<file path="config.mk">
export PLATFORM = sky130hd
export DESIGN_NAME = cp_back
export DESIGN_NICKNAME = d
export VERILOG_FILES = /design/src/hw/rtl/cp_pkg.sv /design/src/hw/rtl/cp_back.sv
export SDC_FILE = /design/constraint.sdc
export NUM_CORES = 1
export LEC_CHECK = 0
export BUFFER_PORTS_ARGS = -buffer_cell sky130_fd_sc_hd__buf_2
export CAP_MARGIN = 25
export CORE_AREA = 3 3 101 103
export CTS_CLUSTER_SIZE = 10
export DETAILED_ROUTE_END_ITERATION = 8
export DIE_AREA = 0 0 104 106
export PLACE_DENSITY = 0.61
export SETUP_SLACK_MARGIN = 0.05
export SKIP_LAST_GASP = 1
export SLEW_MARGIN = 10
export SYNTH_ARGS = -nofsm -noshare
export SYNTH_HDL_FRONTEND = slang
export SYNTH_SLANG_ARGS = --single-unit
</file>
<file path="constraint.sdc">
create_clock -name clk -period 2.01 [get_ports clk]
set_clock_uncertainty 0.15 [all_clocks]
set_input_delay 0.402 -clock clk [delete_from_list [all_inputs] [get_ports clk]]
set_output_delay 0.402 -clock clk [all_outputs]
set_load 0.01 [all_outputs]
</file>
<file path="src/hw/rtl/cp_pkg.sv">
// ----------------------------------------------------------------------------
// cp_pkg: shared types and constants for the rectangular-to-polar converter
// Holds the transfer payload types, the rotation datapath record that moves
// down the cell chain, and the arctangent table used by the rotation cells.
// ----------------------------------------------------------------------------
package cp_pkg;

    // Default configuration of the converter.
    localparam int DATA_WIDTH_DEF = 16;
    localparam int ITERATIONS_DEF = 16;

    // Width of each payload field.
    localparam int FIELD_W = 16;

    // Rotation datapath: inputs are scaled so that their binary point sits
    // at SCALE_POINT minus the data width, in a wide signed word.
    localparam int SCALE_POINT = 60;
    localparam int CORD_W      = 64;

    // Angle accumulator: one full turn is 2^ACC_W.
    localparam int ACC_W    = 32;
    localparam int ATAN_LEN = 32;

    localparam logic [ACC_W-1:0] HALF_TURN   = 32'h8000_0000;
    localparam logic [ACC_W-1:0] ANGLE_ROUND = 32'h0000_8000;

    // atan(2^-i) in units of 2^-32 turn.
    localparam logic [ACC_W-1:0] ATAN_TAB [ATAN_LEN] = '{
        32'h20000000, 32'h12E4051D, 32'h09FB385B, 32'h051111D4,
        32'h028B0D43, 32'h0145D7E1, 32'h00A2F61E, 32'h00517C55,
        32'h0028BE53, 32'h00145F2E, 32'h000A2F98, 32'h000517CC,
        32'h00028BE6, 32'h000145F3, 32'h0000A2F9, 32'h0000517C,
        32'h000028BE, 32'h0000145F, 32'h00000A2F, 32'h00000517,
        32'h0000028B, 32'h00000145, 32'h000000A2, 32'h00000051,
        32'h00000028, 32'h00000014, 32'h0000000A, 32'h00000005,
        32'h00000002, 32'h00000001, 32'h00000000, 32'h00000000
    };

    // Input transfer: one rectangular vector.
    typedef struct packed {
        logic signed [FIELD_W-1:0] x_component;
        logic signed [FIELD_W-1:0] y_component;
    } vec_t;

    // Output transfer: magnitude and binary angle.
    typedef struct packed {
        logic [FIELD_W-1:0] magnitude;
        logic [FIELD_W-1:0] angle;
    } polar_t;

    // Rotation state carried from cell to cell.
    typedef struct packed {
        logic signed [CORD_W-1:0] cx;
        logic signed [CORD_W-1:0] cy;
        logic [ACC_W-1:0]         acc;
        logic                     zero;
    } cord_t;

endpackage

</file>
<file path="src/hw/rtl/cp_back.sv">
// ----------------------------------------------------------------------------
// cp_back: result rounding and output register
// Rounds the square root to nearest and the angle accumulator to 16 bits,
// and holds the finished result until the output transfer completes.
// ----------------------------------------------------------------------------
module cp_back #(
    parameter int DATA_WIDTH = cp_pkg::DATA_WIDTH_DEF
) (
    input  logic                      clk,
    input  logic                      rst_n,
    input  logic                      in_valid,
    output logic                      in_ready,
    input  cp_pkg::cord_t             cord,
    input  logic [2*DATA_WIDTH-1:0]   s,
    input  logic [2*DATA_WIDTH-1:0]   r,
    output logic                      polar_valid,
    input  logic                      polar_stall,
    output cp_pkg::polar_t            polar
);

    logic [DATA_WIDTH:0]        mag_round;
    logic [cp_pkg::ACC_W-1:0]   acc_round;
    cp_pkg::polar_t             result;

    logic                       valid_reg, valid_next;
    cp_pkg::polar_t             polar_reg, polar_next;

    // Round up when the remainder exceeds the root.
    assign mag_round = (DATA_WIDTH + 1)'(r) + (DATA_WIDTH + 1)'(s > r);
    assign acc_round = cord.acc + cp_pkg::ANGLE_ROUND;

    always_comb
    begin
        result.magnitude = cp_pkg::FIELD_W'(mag_round);
        if (cord.zero)
        begin
            result.angle = '0;
        end
        else
        begin
            result.angle = acc_round[cp_pkg::ACC_W-1 -: cp_pkg::FIELD_W];
        end
    end

    // The output register frees as soon as its result is taken.
    assign in_ready = !valid_reg || !polar_stall;

    always_comb
    begin
        valid_next = in_ready ? in_valid : valid_reg;
        polar_next = (in_ready && in_valid) ? result : polar_reg;
    end

    // Output occupancy.
    always_ff @(posedge clk or negedge rst_n)
    begin
        if (!rst_n)
        begin
            valid_reg <= 1'b0;
        end
        else
        begin
            valid_reg <= valid_next;
        end
    end

    // Output payload.
    always_ff @(posedge clk)
    begin
        polar_reg <= polar_next;
    end

    assign polar_valid = valid_reg;
    assign polar       = polar_reg;

endmodule

</file>
**After elaboration in Yosys (flattened, before gate mapping)**

Cells that the tools add are included.
W data, S select, Z words.

- Add/sub/neg operators: 2
- Order comparisons: 1
- Reduce and logical (&&, ||, !) cells: 4

Operators by type and width:

| operator | count |
|---|---|
| $add A32 B16 Y32 const B | 1 |
| $gt A32 B32 Y1 | 1 |
| $add A16 B1 Y16 | 1 |
| $logic_not A1 Y1 | 2 |
| $logic_and A1 B1 Y1 | 1 |
| $logic_or A1 B1 Y1 | 1 |

- Flip-flop bits (word level): 33
- Output and inout port bits: 34

**Depth between registers and ports, before layout**

Gate-level depths: netlist (run 1).

- Depth after elaboration: 3
- Gate-level depth with buffers: 13
- Gate-level depth less buffers: 13

**Worst setup path before layout (run 1)**

No wires, ideal clock.

- Kind: input -> register
- From: in r[14]
- To: reg polar_reg (netlist bit polar[28]) (data pin)
- Setup time: 258 ps
- Arrival: 2493 ps
- Required time: 1602 ps
- Setup slack: -890 ps
- Stages: 13
- Buffers on the path: 0
- Path through: inv_1 ha_1 nand4_1 nor4_1 a21boi_0 o31ai_1 a21oi_1 ha_1 ha_1 nand4_1 nor2_1 nand3_1 xnor2_1

- Longest elaborated chain between the ends: 2

Ends and longest elaborated chain:

| element | line | RTL |
|---|---|---|
| start, declared | cp_back.sv:15 | `input logic [2*DATA_WIDTH-1:0] r,` |
| $gt A32 B32 Y1 | cp_back.sv:29 | `assign mag_round = (DATA_WIDTH + 1)'(r) + (DATA_WIDTH + 1)'(s > r);` |
| $add A16 B1 Y16 | cp_back.sv:29 |  |
| named net mag_round[12] | cp_back.sv:21 | `logic [DATA_WIDTH:0] mag_round;` |
| end signal, assigned | cp_back.sv:70 | `polar_reg <= polar_next;` |
| end, declared | cp_back.sv:26 | `cp_pkg::polar_t polar_reg, polar_next;` |

The timed path passes the listed nets, and every way through them passes these cells.
A chain may end at the register's enable or synchronous reset.

**Worst setup path after layout (run 1)**

- From: in s[9]
- To: reg polar_reg (netlist bit polar[25]) (data pin)

- Longest elaborated chain between the ends: 2

Ends and longest elaborated chain:

| element | line | RTL |
|---|---|---|
| start, declared | cp_back.sv:14 | `input logic [2*DATA_WIDTH-1:0] s,` |
| $gt A32 B32 Y1 | cp_back.sv:29 |  |
| $add A16 B1 Y16 | cp_back.sv:29 |  |
| named net mag_round[9] | cp_back.sv:21 |  |

The timed path passes the listed nets, and every way through them passes these cells.

==> reports/qor.log, run 1 <==
[setup_path] critical path fanouts, max 4
[power_and_ir_drop] worst voltage drop across the vdd grid 0.2237 mV
[power_and_ir_drop] proportion of total power due to net switching 26.95%
[floorplan] I/O pins 263
[routing] final routed DRC violation total 0
[placed_design] PortBufs 119
[worst_hold_path] worst hold path type in -> reg
[finish] final-stage net count 668
[sta] Slew @ Worst Pin 0.4325 ns
[setup_path] worst flop-to-flop path endpoint polar[13]
[finish] number of antenna cells inserted 0
[run] number of maximum-capacitance violations 0
[clock_tree] buffers from clock root to sink, at most 2
[logic_synthesis] Syn. warnings 0
[floorplan] Starting Density 26.20%
[power_and_ir_drop] relative contribution of the clock network to total power 26.1%
[sta] final-report max-slew violation count 0
[routing] routed length per instance 13.78 um
[grt] total congestion overflow after global routing 0
[placed_design] placed standard-cell area 3597 um^2
[grt] wire length of the first global-routing pass 11.34 mm
[routing] Via-to-Cell Ratio 4.461
[finish] flip-flop count of the largest register, all copies and words added 32
[clock_tree] total clock sinks 33
[logic_synthesis] post-synthesis net count 506
[setup_path] most used cell, CP sky130_fd_sc_hd__buf_4
[worst_hold_path] Worst Min Path Start in_valid
[floorplan] die outline width 104 um
[power_and_ir_drop] cell internal pwr 1398 uW
[setup_path] worst reg2reg setup slack 0.63 ns
[clock_tree] Clock Latency Late Sink 0.27 ns
[placed_design] Placer Congestion 0.8438
[floorplan] die height 106 um
[setup_path] launch point of the worst path s[9]
[routing] number of DRC markers in iteration 0 80
[floorplan] Die ar. 11020 um^2
[setup_path] depth of the most critical reg-to-reg path 3
[logic_synthesis] proportion of synthesized chip area in sequential cells 40.53%
[finish] layout overhead on the synthesized area 70.42%
[finish] final cell area excluding filler cells 4145 um^2
[routing] routed wire length 7.359 mm
[setup_path] data required time of the worst path 1.89 ns
[clock_tree] number of buffers added by the clock tree synthesis step 5
[logic_synthesis] main area contributors after synthesis sky130_fd_sc_hd__edfxtp_1 40%, sky130_fd_sc_hd__ha_1 18%, sky130_fd_sc_hd__xnor2_1 7.6%, sky130_fd_sc_hd__inv_1 5.4%, sky130_fd_sc_hd__nand3_1 3.3%
[logic_synthesis] total standard cell area after synthesis 2432 um^2
[finish] Multi-input gate area 1682 um^2
[sta] Fin Hold WS 0.2090 ns
[setup_path] cells along the critical path buf_2 -> ha_4 -> nand4_1 -> nor4_2 -> a21boi_2 -> o31ai_1 -> a21oi_1 -> ha_2 -> buf_4 -> buf_6 -> nand3_4 -> buf_4 -> nor3b_2 -> xnor2_1
[logic_synthesis] number of enable-type register cells in the synthesized netlist 32
[finish] fraction of final layout cells sized beyond drive strength 1 54.81%
[floorplan] FP Rows 35
[sta] final period utilization 136.8%
[clock_tree] Clock Tree Root sky130_fd_sc_hd__clkbuf_8
[power_and_ir_drop] total power density per cell area 461.8 nW/um^2
[logic_synthesis] mean instance size in the synthesized netlist 10.05 um^2
[grt] pin count of the biggest net entering global routing 33
[placed_design] HPWL reported at the end of detailed placement 5.924 mm
[run_status] violated checks negative setup slack
[clock_tree] number of H-tree branching levels 2
[grt] vias in the first global route 2455
[setup_path] worst path arrival time 2.63 ns
[power_and_ir_drop] Tot Pwr 1914 uW
[power_and_ir_drop] part of the total power dissipated in sequential elements 42.6%
[finish] number of filler instances in the final layout 903
[sta] min setup slack post-route -0.7388 ns
[setup_path] Worst Setup EP polar[25]
[run_status] outcome finished, violations left
[sta] RSZ-0062 raised after global routing true
[setup_path] Crit. End Element flop
[clock_tree] clock-pin slew of the registers on the worst-case setup and hold paths 0.07 ns
[logic_synthesis] synthesized flop and latch total 33
[grt] global-route total usage across every layer 12.72%
[logic_synthesis] Yosys top cell by area sky130_fd_sc_hd__edfxtp_1
[sta] maximum frequency from static timing analysis 0.3638 GHz
[logic_synthesis] Async SR Flop Fraction 3.030%
[power_and_ir_drop] share of total power in combinational logic 31.3%
[setup_path] CP max-delay cell sky130_fd_sc_hd__nor4_2
[sta] relative slew slack 70.91%
[routing] number of iterations in the first detailed-routing pass 6
[setup_path] reg-to-reg critical path startpoint polar_valid
[floorplan] core box area 9284 um^2
[logic_synthesis] post-synthesis instance total 242
[clock_tree] clock tree from TritonCTS built
[grt] initial antenna violation count 1
[power_and_ir_drop] static leakage power 0.001790 uW
[sta] number of failing setup endpoints in the final timing report 16
[setup_path] largest incremental delay on the critical path 0.36 ns
[logic_synthesis] predominant post-synthesis flop cell sky130_fd_sc_hd__edfxtp_1
[logic_synthesis] Yosys top cell area share 39.51%
[setup_path] worst setup path class in -> reg
[routing] total via count after detailed routing 2382
[setup_path] crit path launch type input pin
[routing] number of nets with antenna violations after routing 0
[sta] final hold vios 0
[logic_synthesis] number of different library cells in the post-synthesis netlist 36
[logic_synthesis] most common library cells after synthesis 35 x sky130_fd_sc_hd__ha_1, 35 x sky130_fd_sc_hd__inv_1, 32 x sky130_fd_sc_hd__edfxtp_1
[sta] Final min period 2.749 ns
[finish] Storage cell area 985.9 um^2
[power_and_ir_drop] Switch Pwr 515.9 uW
-- final cells by class --
class	count	area share (%)
Multi-Input combinational cell	173	40.57
Inverter	35	4.075
Sequential cell	33	23.79
Timing Repair Buffer	156	25.51
Tap cell	129	3.894
Clock buffer	8	2.173
-- per-layer routing --
layer / track usage [%] / part of all wire (%)
met5: 0 / 0.18
met4: 3.514 / 0.88
met3: 4.979 / 10
met2: 22.10 / 48
met1: 14.58 / 40
-- metrics by stage --
| step | cells | utilization [%] | setup slack, ns | setup TNS (ns) |
|---|---|---|---|---|
| after floorplan | 242 | - | -0.7472 | -8.546 |
| after global placement | 516 | 38.75 | -1.117 | -14.19 |
| after detailed placement | 516 | 38.75 | -1.186 | -14.96 |
| after CTS | 530 | 42.66 | -0.7310 | -9.089 |
| after global routing | 534 | 44.65 | -0.8898 | -11.33 |
| final | 534 | 44.65 | -0.7388 | -9.481 |
-- power groups by stage --
stage,clock [uW],combinational (uW),sequential (uW)
floorplan,0,214,856
global placement,0,495,831
detailed placement,0,505,832
CTS,519,562,817
global route,550,660,820
finish,499,599,816
-- cells by family (layout without fill, tap and decap cells) --
kind of cell	after synthesis	after routing	share of synthesized area [%]
AO/OA/AOI/OAI	28	28	7.510
XOR/XNOR	27	27	9.722
adder cells (fa/ha/maj)	35	35	18.00
buffers and inverters	36	199	5.556
flip-flops	33	33	40.53
AND/OR/NAND/NOR	83	83	18.67
-- layout by cell type, fill, tap and decap left out, types with 2 or more instances in the layout --
master	instances
sky130_fd_sc_hd__buf_2	97
sky130_fd_sc_hd__and2_1	2
sky130_fd_sc_hd__buf_4	32
sky130_fd_sc_hd__nor2_1	17
sky130_fd_sc_hd__inv_4	4
sky130_fd_sc_hd__nor3_1	3
sky130_fd_sc_hd__buf_8	3
sky130_fd_sc_hd__nor4_2	3
sky130_fd_sc_hd__buf_6	21
sky130_fd_sc_hd__xnor2_2	2
sky130_fd_sc_hd__nand4_1	8
sky130_fd_sc_hd__clkbuf_8	6
sky130_fd_sc_hd__inv_2	7
sky130_fd_sc_hd__a221o_1	2
sky130_fd_sc_hd__o21ai_0	2
sky130_fd_sc_hd__xnor2_1	19
sky130_fd_sc_hd__clkbuf_1	2
sky130_fd_sc_hd__o21ai_1	2
sky130_fd_sc_hd__and3_1	4
sky130_fd_sc_hd__nand3_1	14
sky130_fd_sc_hd__ha_4	19
sky130_fd_sc_hd__ha_1	15
sky130_fd_sc_hd__nand3_4	2
sky130_fd_sc_hd__buf_12	2
sky130_fd_sc_hd__and4_1	2
sky130_fd_sc_hd__inv_1	20
sky130_fd_sc_hd__xor2_1	5
sky130_fd_sc_hd__nor2_4	2
sky130_fd_sc_hd__a21oi_1	10
sky130_fd_sc_hd__nand2_1	11
sky130_fd_sc_hd__inv_6	3
sky130_fd_sc_hd__a21oi_2	5
sky130_fd_sc_hd__edfxtp_1	32
sky130_fd_sc_hd__a21o_1	2
sky130_fd_sc_hd__or3_1	2
sky130_fd_sc_hd__nor2b_1	2
-- how the worst min path moves through the flow --
stage	endpoint	cells past startpoint
CTS	polar_valid	2
global route	polar_valid	2
floorplan	polar_valid	0
finish	polar_valid	2
global placement	polar_valid	1
detailed placement	polar_valid	1
-- critical path: cells and delay by family --
family          cells  cell delay, ns
fa+ha+maj           2            0.48
buf+inv             4            0.46
simple gates        4            0.77
compound gates      3            0.42
xor+xnor            1            0.09
-- timing repair --
action	in CTS	in global routing
endpoints found under the setup margin	16	16
hold endpoints to repair	1	0
resized for setup	43	33
pin swaps	18	7
hold buffers	1	0
setup buffers	5	7
No activity file was read; power rests on OpenSTA's default activity.
==> inputs of run 2 (changes only) <==
SKIP_CTS_REPAIR_TIMING = 1   (was not set)
==> run 2 against run 1 <==
The flow still finishes with violations (negative setup slack). Worst setup slack worse by 0.047 ns. Total power is 2.8% lower. Non-clock buffer count shrank 5. Combinational power fell by 8.8%. Die area did not move. Maximum frequency shrank 1.7%. Largest cell class unchanged. Highest routed layer unchanged.
==> reports/qor.log, run 2 (synthesis gave the netlist of run 1 again) <==
[setup_path] critical path fanouts, max 3 [was 4]
[sta] Slew @ Worst Pin 0.4645 ns [was 0.4325 ns]
[setup_path] data required time of the worst path 1.88 ns [was 1.89 ns]
[power_and_ir_drop] proportion of total power due to net switching 26.83% [was 26.95%]
[floorplan] FP Rows 35 [unchanged]
[floorplan] core box area 9284 um^2 [unchanged]
[clock_tree] Clock Tree Root sky130_fd_sc_hd__clkbuf_8 [unchanged]
[sta] number of failing setup endpoints in the final timing report 16 [unchanged]
[power_and_ir_drop] total power density per cell area 475.4 nW/um^2 [was 461.8 nW/um^2]
[finish] Storage cell area 985.9 um^2 [unchanged]
[clock_tree] Clock Latency Late Sink 0.27 ns [about the same]
[setup_path] crit path launch type input pin [unchanged]
[sta] final hold vios 0 [unchanged]
[power_and_ir_drop] share of total power in combinational logic 29.4% [was 31.3%]
[placed_design] setup slack after placement -1.186 ns [unchanged]
[clock_tree] total clock sinks 33 [unchanged]
[grt] wire length of the first global-routing pass 10.83 mm [was 11.34 mm]
[placed_design] HPWL reported at the end of detailed placement 5.924 mm [unchanged]
[sta] RSZ-0062 raised after global routing true [unchanged]
[finish] most common cell after layout, fill and taps aside sky130_fd_sc_hd__buf_2 [unchanged]
[sta] min setup slack post-route -0.7856 ns [was -0.7388 ns]
[setup_path] Crit. End Element flop [unchanged]
[clock_tree] number of H-tree branching levels 2 [unchanged]
[finish] fraction of final layout cells sized beyond drive strength 1 52.75% [was 54.81%]
[clock_tree] clock tree from TritonCTS built [unchanged]
[routing] number of iterations in the first detailed-routing pass 6 [unchanged]
[clock_tree] clock-pin slew of the registers on the worst-case setup and hold paths 0.07 ns [about the same]
[finish] final core utilization 42.14% [was 44.65%]
[floorplan] I/O pins 263 [unchanged]
[floorplan] die height 106 um [unchanged]
[power_and_ir_drop] Switch Pwr 498.9 uW [was 515.9 uW]
[routing] number of DRC markers in iteration 0 83 [was 80]
[grt] initial antenna violation count 1 [unchanged]
[placed_design] PortBufs 119 [unchanged]
[run] number of maximum-capacitance violations 0 [unchanged]
[power_and_ir_drop] relative contribution of the clock network to total power 26.7% [was 26.1%]
[setup_path] worst setup path class in -> reg [unchanged]
[power_and_ir_drop] cell internal pwr 1361 uW [was 1398 uW]
[run_status] outcome finished, violations left [unchanged]
[routing] routed length per instance 13.16 um [was 13.78 um]
[sta] final period utilization 139.1% [was 136.8%]
[sta] Final min period 2.796 ns [was 2.749 ns]
[finish] layout overhead on the synthesized area 60.85% [was 70.42%]
[floorplan] Die ar. 11020 um^2 [unchanged]
[routing] number of nets with antenna violations after routing 0 [unchanged]
[sta] final-report max-slew violation count 0 [unchanged]
[routing] routed wire length 6.959 mm [was 7.359 mm]
[sta] maximum frequency from static timing analysis 0.3577 GHz [was 0.3638 GHz]
[clock_tree] buffers from clock root to sink, at most 2 [unchanged]
[run_status] violated checks negative setup slack [unchanged]
[sta] aggregate negative setup slack -8.746 ns [was -9.481 ns]
[sta] relative slew slack 68.75% [was 70.91%]
[power_and_ir_drop] part of the total power dissipated in sequential elements 43.9% [was 42.6%]
[routing] Via-to-Cell Ratio 4.405 [was 4.461]
[worst_hold_path] worst hold path type in -> reg [unchanged]
[grt] global-route total usage across every layer 12.08% [was 12.72%]
[power_and_ir_drop] worst voltage drop across the vdd grid 0.2233 mV [was 0.2237 mV]
[placed_design] Placer Congestion 0.8438 [unchanged]
[grt] pin count of the biggest net entering global routing 33 [unchanged]
[finish] Multi-input gate area 1608 um^2 [was 1682 um^2]
[finish] commonest cells after routing, fill and taps aside 111 x sky130_fd_sc_hd__buf_2, 32 x sky130_fd_sc_hd__edfxtp_1, 30 x sky130_fd_sc_hd__buf_4 [was 97 x sky130_fd_sc_hd__buf_2, 32 x sky130_fd_sc_hd__buf_4, 32 x sky130_fd_sc_hd__edfxtp_1]
[finish] final-stage net count 663 [was 668]
[floorplan] Starting Density 26.20% [unchanged]
[grt] vias in the first global route 2351 [was 2455]
[routing] final routed DRC violation total 0 [unchanged]
[floorplan] die outline width 104 um [unchanged]
[routing] total via count after detailed routing 2330 [was 2382]
[finish] number of filler instances in the final layout 932 [was 903]
[finish] number of antenna cells inserted 0 [unchanged]
[power_and_ir_drop] static leakage power 0.001716 uW [was 0.001790 uW]
[clock_tree] number of buffers added by the clock tree synthesis step 5 [unchanged]
[finish] flip-flop count of the largest register, all copies and words added 32 [unchanged]
[grt] total congestion overflow after global routing 0 [unchanged]
[setup_path] worst path arrival time 2.67 ns [was 2.63 ns]
==> run 2: cell count changes in the layout (fill, tap and decap cells not counted), sizes merged <==
cell / delta
buf: -6
clkbuf: +1
==> run 2: worst paths after layout <==
path / slack, ns / startpoint / depth (start not counted) / to
min in group asynchronous: 0.31 / rst_n / 2 / polar_valid
min: 0.21 / in_valid / 2 / polar_valid
min reg2reg: 0.44 / polar_valid / 2 / polar_valid
max in group asynchronous: 1.32 / rst_n / 2 / polar_valid
max reg2reg: 0.64 / polar_valid / 3 / polar[23]
max: -0.79 / r[29] / 14 / polar[24]
==> run 2: cell type report <==
class,count,area share [%]
Tap cell,129,4.125
Timing Repair Buffer,151,23.03
Multi-Input combinational cell,173,41.09
Sequential cell,33,25.20
Inverter,35,4.253
Clock buffer,8,2.303
==> run 2: worst max-delay path, cell delays in order <==
cell and delay [ns]:
sky130_fd_sc_hd__buf_2 0.07, sky130_fd_sc_hd__inv_1 0.04, sky130_fd_sc_hd__ha_1 0.29, sky130_fd_sc_hd__nand4_1 0.17
sky130_fd_sc_hd__buf_4 0.19, sky130_fd_sc_hd__a21oi_1 0.26, sky130_fd_sc_hd__a2111oi_4 0.10, sky130_fd_sc_hd__a21oi_1 0.17
sky130_fd_sc_hd__ha_2 0.23, sky130_fd_sc_hd__ha_4 0.13, sky130_fd_sc_hd__nand4_1 0.14, sky130_fd_sc_hd__buf_4 0.19
sky130_fd_sc_hd__nor4_2 0.17, sky130_fd_sc_hd__xnor2_1 0.11
==> run 2: routing by layer <==
metal	global-route usage [%]	up-vias	share of wire, %
li1	-	1171	-
met5	0	-	0.19
met4	3.799	2	0.83
met3	5.039	8	11
met2	19.87	104	46
met1	14.36	1045	42
==> run 2: power groups by stage <==
stage	Clock (uW)	Combinational [uW]	Sequential, uW
final	497	546	816
after CTS	519	508	817
after global routing	551	612	820
after floorplan	0	214	856
after detailed placement	0	505	832
after global placement	0	495	831
==> run 2: per-stage QoR <==
stage          power, uW  cells  instance area [um^2]  hold WS (ns)
2_1_floorplan       1070    242                  2629      -0.04359
3_3_place_gp        1326    516                  3597       0.02841
3_5_place_dp        1337    516                  3597       0.03206
4_1_cts             1844    524                  3687       -0.2665
5_1_grt             1983    529                  3913        0.2201
6_report            1860    529                  3913        0.2101
==> inputs of run 3 (changes only) <==
--- a/config.mk
+++ b/config.mk
@@ -14,5 +14,4 @@
 export PLACE_DENSITY = 0.61
 export SETUP_SLACK_MARGIN = 0.05
-export SKIP_CTS_REPAIR_TIMING = 1
 export SKIP_LAST_GASP = 1
 export SLEW_MARGIN = 10
==> constraint.sdc (replaced) <==
create_clock -name clk -period 2.01 [get_ports clk]
set_clock_uncertainty 0.15 [all_clocks]
set_input_delay 0.1005 -clock clk [delete_from_list [all_inputs] [get_ports clk]]
set_output_delay 0.1005 -clock clk [all_outputs]
set_load 0.01 [all_outputs]
==> run 3 against run 2 <==
The run still ends with negative setup slack left. Clock power up 9.7%. Global-route usage is 0.47 points higher. Worst setup slack improved by 0.26 ns. First-iteration DRC count shrank 22%. Sequential share of layout area decreased by 1.3 points. Utilization increased by 2.4 points. Register-to-register slack worse by 0.02 ns.
==> reports/qor.log, run 3 (synthesis gave the netlist of run 1 again) <==
[power_and_ir_drop] share of total power in combinational logic 30.2% [was 29.4%]
[finish] number of antenna cells inserted 0 [unchanged]
[sta] maximum frequency from static timing analysis 0.3949 GHz [was 0.3577 GHz]
[sta] relative slew slack 66.14% [was 68.75%]
[clock_tree] Clock Latency Late Sink 0.28 ns [was 0.27 ns]
[finish] Multi-input gate area 1673 um^2 [was 1608 um^2]
[power_and_ir_drop] total power density per cell area 471.8 nW/um^2 [was 475.4 nW/um^2]
[run_status] outcome finished, violations left [unchanged]
[sta] final period utilization 126.0% [was 139.1%]
[floorplan] core box area 9284 um^2 [unchanged]
[power_and_ir_drop] worst voltage drop across the vdd grid 0.2155 mV [was 0.2233 mV]
[clock_tree] Clock Tree Root sky130_fd_sc_hd__clkbuf_8 [unchanged]
[setup_path] worst setup path class in -> reg [unchanged]
[finish] fraction of final layout cells sized beyond drive strength 1 54.66% [was 52.75%]
[floorplan] FP Rows 35 [unchanged]
[grt] total congestion overflow after global routing 0 [unchanged]
[finish] layout overhead on the synthesized area 69.91% [was 60.85%]
[placed_design] HPWL reported at the end of detailed placement 5.944 mm [was 5.924 mm]
[clock_tree] number of buffers added by the clock tree synthesis step 5 [unchanged]
[run_status] violated checks negative setup slack [unchanged]
[clock_tree] number of H-tree branching levels 2 [unchanged]
[setup_path] worst path arrival time 2.42 ns [was 2.67 ns]
[setup_path] crit path launch type input pin [unchanged]
[placed_design] Placer Congestion 0.8452 [was 0.8438]
[finish] flip-flop count of the largest register, all copies and words added 32 [unchanged]
[clock_tree] buffers from clock root to sink, at most 2 [unchanged]
[clock_tree] clock tree from TritonCTS built [unchanged]
[grt] initial antenna violation count 0 [was 1]
[sta] RSZ-0062 raised after global routing true [unchanged]
[finish] most common cell after layout, fill and taps aside sky130_fd_sc_hd__buf_2 [unchanged]
[finish] final-stage net count 671 [was 663]
[clock_tree] total clock sinks 33 [unchanged]
[routing] number of nets with antenna violations after routing 0 [unchanged]
[grt] wire length of the first global-routing pass 11.23 mm [was 10.83 mm]
[routing] total via count after detailed routing 2370 [was 2330]
[routing] final routed DRC violation total 0 [unchanged]
[sta] min setup slack post-route -0.5222 ns [was -0.7856 ns]
[sta] final hold vios 0 [unchanged]
[floorplan] I/O pins 263 [unchanged]
[power_and_ir_drop] static leakage power 0.001793 uW [was 0.001716 uW]
[power_and_ir_drop] Switch Pwr 528.4 uW [was 498.9 uW]
[power_and_ir_drop] Tot Pwr 1950 uW [was 1860 uW]
[placed_design] setup slack after placement -0.8703 ns [was -1.186 ns]
[floorplan] Die ar. 11020 um^2 [unchanged]
[sta] final-report max-slew violation count 0 [unchanged]
[floorplan] Starting Density 26.20% [unchanged]
[grt] global-route total usage across every layer 12.55% [was 12.08%]
[power_and_ir_drop] part of the total power dissipated in sequential elements 41.9% [was 43.9%]
[run] number of maximum-capacitance violations 0 [unchanged]
[sta] Fin Hold WS 0.02036 ns [was 0.2101 ns]
[placed_design] placed standard-cell area 3597 um^2 [unchanged]
[setup_path] data required time of the worst path 1.90 ns [was 1.88 ns]
[power_and_ir_drop] relative contribution of the clock network to total power 27.9% [was 26.7%]
[routing] number of iterations in the first detailed-routing pass 4 [was 6]
[finish] number of filler instances in the final layout 924 [was 932]
[placed_design] PortBufs 119 [unchanged]
[clock_tree] clock-pin slew of the registers on the worst-case setup and hold paths 0.07 ns [about the same]
[routing] routed wire length 7.255 mm [was 6.959 mm]
[finish] final core utilization 44.51% [was 42.14%]
[finish] final cell area excluding filler cells 4133 um^2 [was 3913 um^2]
[floorplan] die height 106 um [unchanged]
[routing] routed length per instance 13.51 um [was 13.16 um]
[grt] vias in the first global route 2425 [was 2351]
[sta] Final min period 2.532 ns [was 2.796 ns]
[setup_path] critical path fanouts, max 3 [unchanged]
[routing] number of DRC markers in iteration 0 65 [was 83]
[sta] number of failing setup endpoints in the final timing report 15 [was 16]
[grt] pin count of the biggest net entering global routing 33 [unchanged]
[routing] Via-to-Cell Ratio 4.413 [was 4.405]
[finish] Storage cell area 985.9 um^2 [unchanged]
[floorplan] die outline width 104 um [unchanged]
[power_and_ir_drop] cell internal pwr 1422 uW [was 1361 uW]
[setup_path] Crit. End Element flop [unchanged]
[sta] Slew @ Worst Pin 0.5033 ns [was 0.4645 ns]
[worst_hold_path] worst hold path type in -> reg [unchanged]
[finish] commonest cells after routing, fill and taps aside 104 x sky130_fd_sc_hd__buf_2, 32 x sky130_fd_sc_hd__edfxtp_1, 29 x sky130_fd_sc_hd__buf_4 [was 111 x sky130_fd_sc_hd__buf_2, 32 x sky130_fd_sc_hd__edfxtp_1, 30 x sky130_fd_sc_hd__buf_4]
[power_and_ir_drop] proportion of total power due to net switching 27.10% [was 26.83%]
run 3: changes by cell type in the layout (fill, tap and decap cells not counted), sizes merged:
cell | before | now
buf | 149 | 155
dlygate4sd3 | 1 | 4
clkinv | 0 | 1
clkbuf | 9 | 7
run 3: metrics by stage:
step / TNS, ns / cells
after floorplan: -3.820 / 242
after global placement: -9.320 / 516
after detailed placement: -10.19 / 516
after CTS: -4.514 / 534
after global routing: -7.638 / 537
final: -6.226 / 537
run 3: power groups by stage:
stage / clock, uW / sequential [uW] / combinational [uW]
5_1_grt: 595 / 820 / 651
6_report: 545 / 817 / 589
4_1_cts: 557 / 817 / 557
2_1_floorplan: 0 / 856 / 214
3_5_place_dp: 0 / 832 / 505
3_3_place_gp: 0 / 831 / 495
run 3: per-layer routing:
layer / vias up / part of all wire (%) / GRT usage (%)
li1: 1186 / - / -
met1: 1059 / 42 / 14.53
met2: 114 / 45 / 21.36
met3: 11 / 12 / 5.586
met4: 0 / 1.6 / 2.944
met5: - / 0 / 0
run 3: area by class of cell:
| cell class | instances | share of cell area, % |
|---|---|---|
| Multi-Input combinational cell | 173 | 40.48 |
| Timing Repair Buffer | 159 | 25.34 |
| Sequential cell | 33 | 23.86 |
| Inverter | 35 | 3.966 |
| Tap cell | 129 | 3.906 |
| Clock buffer | 7 | 2.331 |
| Clock inverter | 1 | 0.1211 |
run 3: worst max-delay path: stages:
cell and delay (ns):
sky130_fd_sc_hd__buf_6 0.10, sky130_fd_sc_hd__inv_4 0.05, sky130_fd_sc_hd__ha_4 0.21, sky130_fd_sc_hd__a21oi_4 0.15, sky130_fd_sc_hd__o21ai_2 0.07, sky130_fd_sc_hd__a221o_1 0.39, sky130_fd_sc_hd__a2111oi_4 0.38, sky130_fd_sc_hd__a21oi_1 0.13
sky130_fd_sc_hd__ha_2 0.21, sky130_fd_sc_hd__ha_4 0.16, sky130_fd_sc_hd__nand4_1 0.14, sky130_fd_sc_hd__nor2_2 0.08, sky130_fd_sc_hd__buf_4 0.14, sky130_fd_sc_hd__xnor2_2 0.11
run 3: repair_timing:
item | in CTS | in global routing
endpoints found under the setup margin | 15 | 16
hold endpoints to repair | 2 | 0
buffers inserted | 6 | 6
hold buffers | 4 | 0
gates resized for setup | 36 | 29
pin swaps | 18 | 17
run 3: final timing paths:
kind                             start     endpoint  slack (ns)  cells after the start
max in group asynchronous        rst_n  polar_valid        1.10                      3
setup / recovery                 r[19]    polar[26]       -0.52                     14
setup reg to reg           polar_valid  polar_valid        0.62                      3
hold / removal                cord[31]    polar[14]        0.02                      3
hold reg to reg            polar_valid    polar[16]        0.87                      3
min in group asynchronous        rst_n  polar_valid        0.51                      3
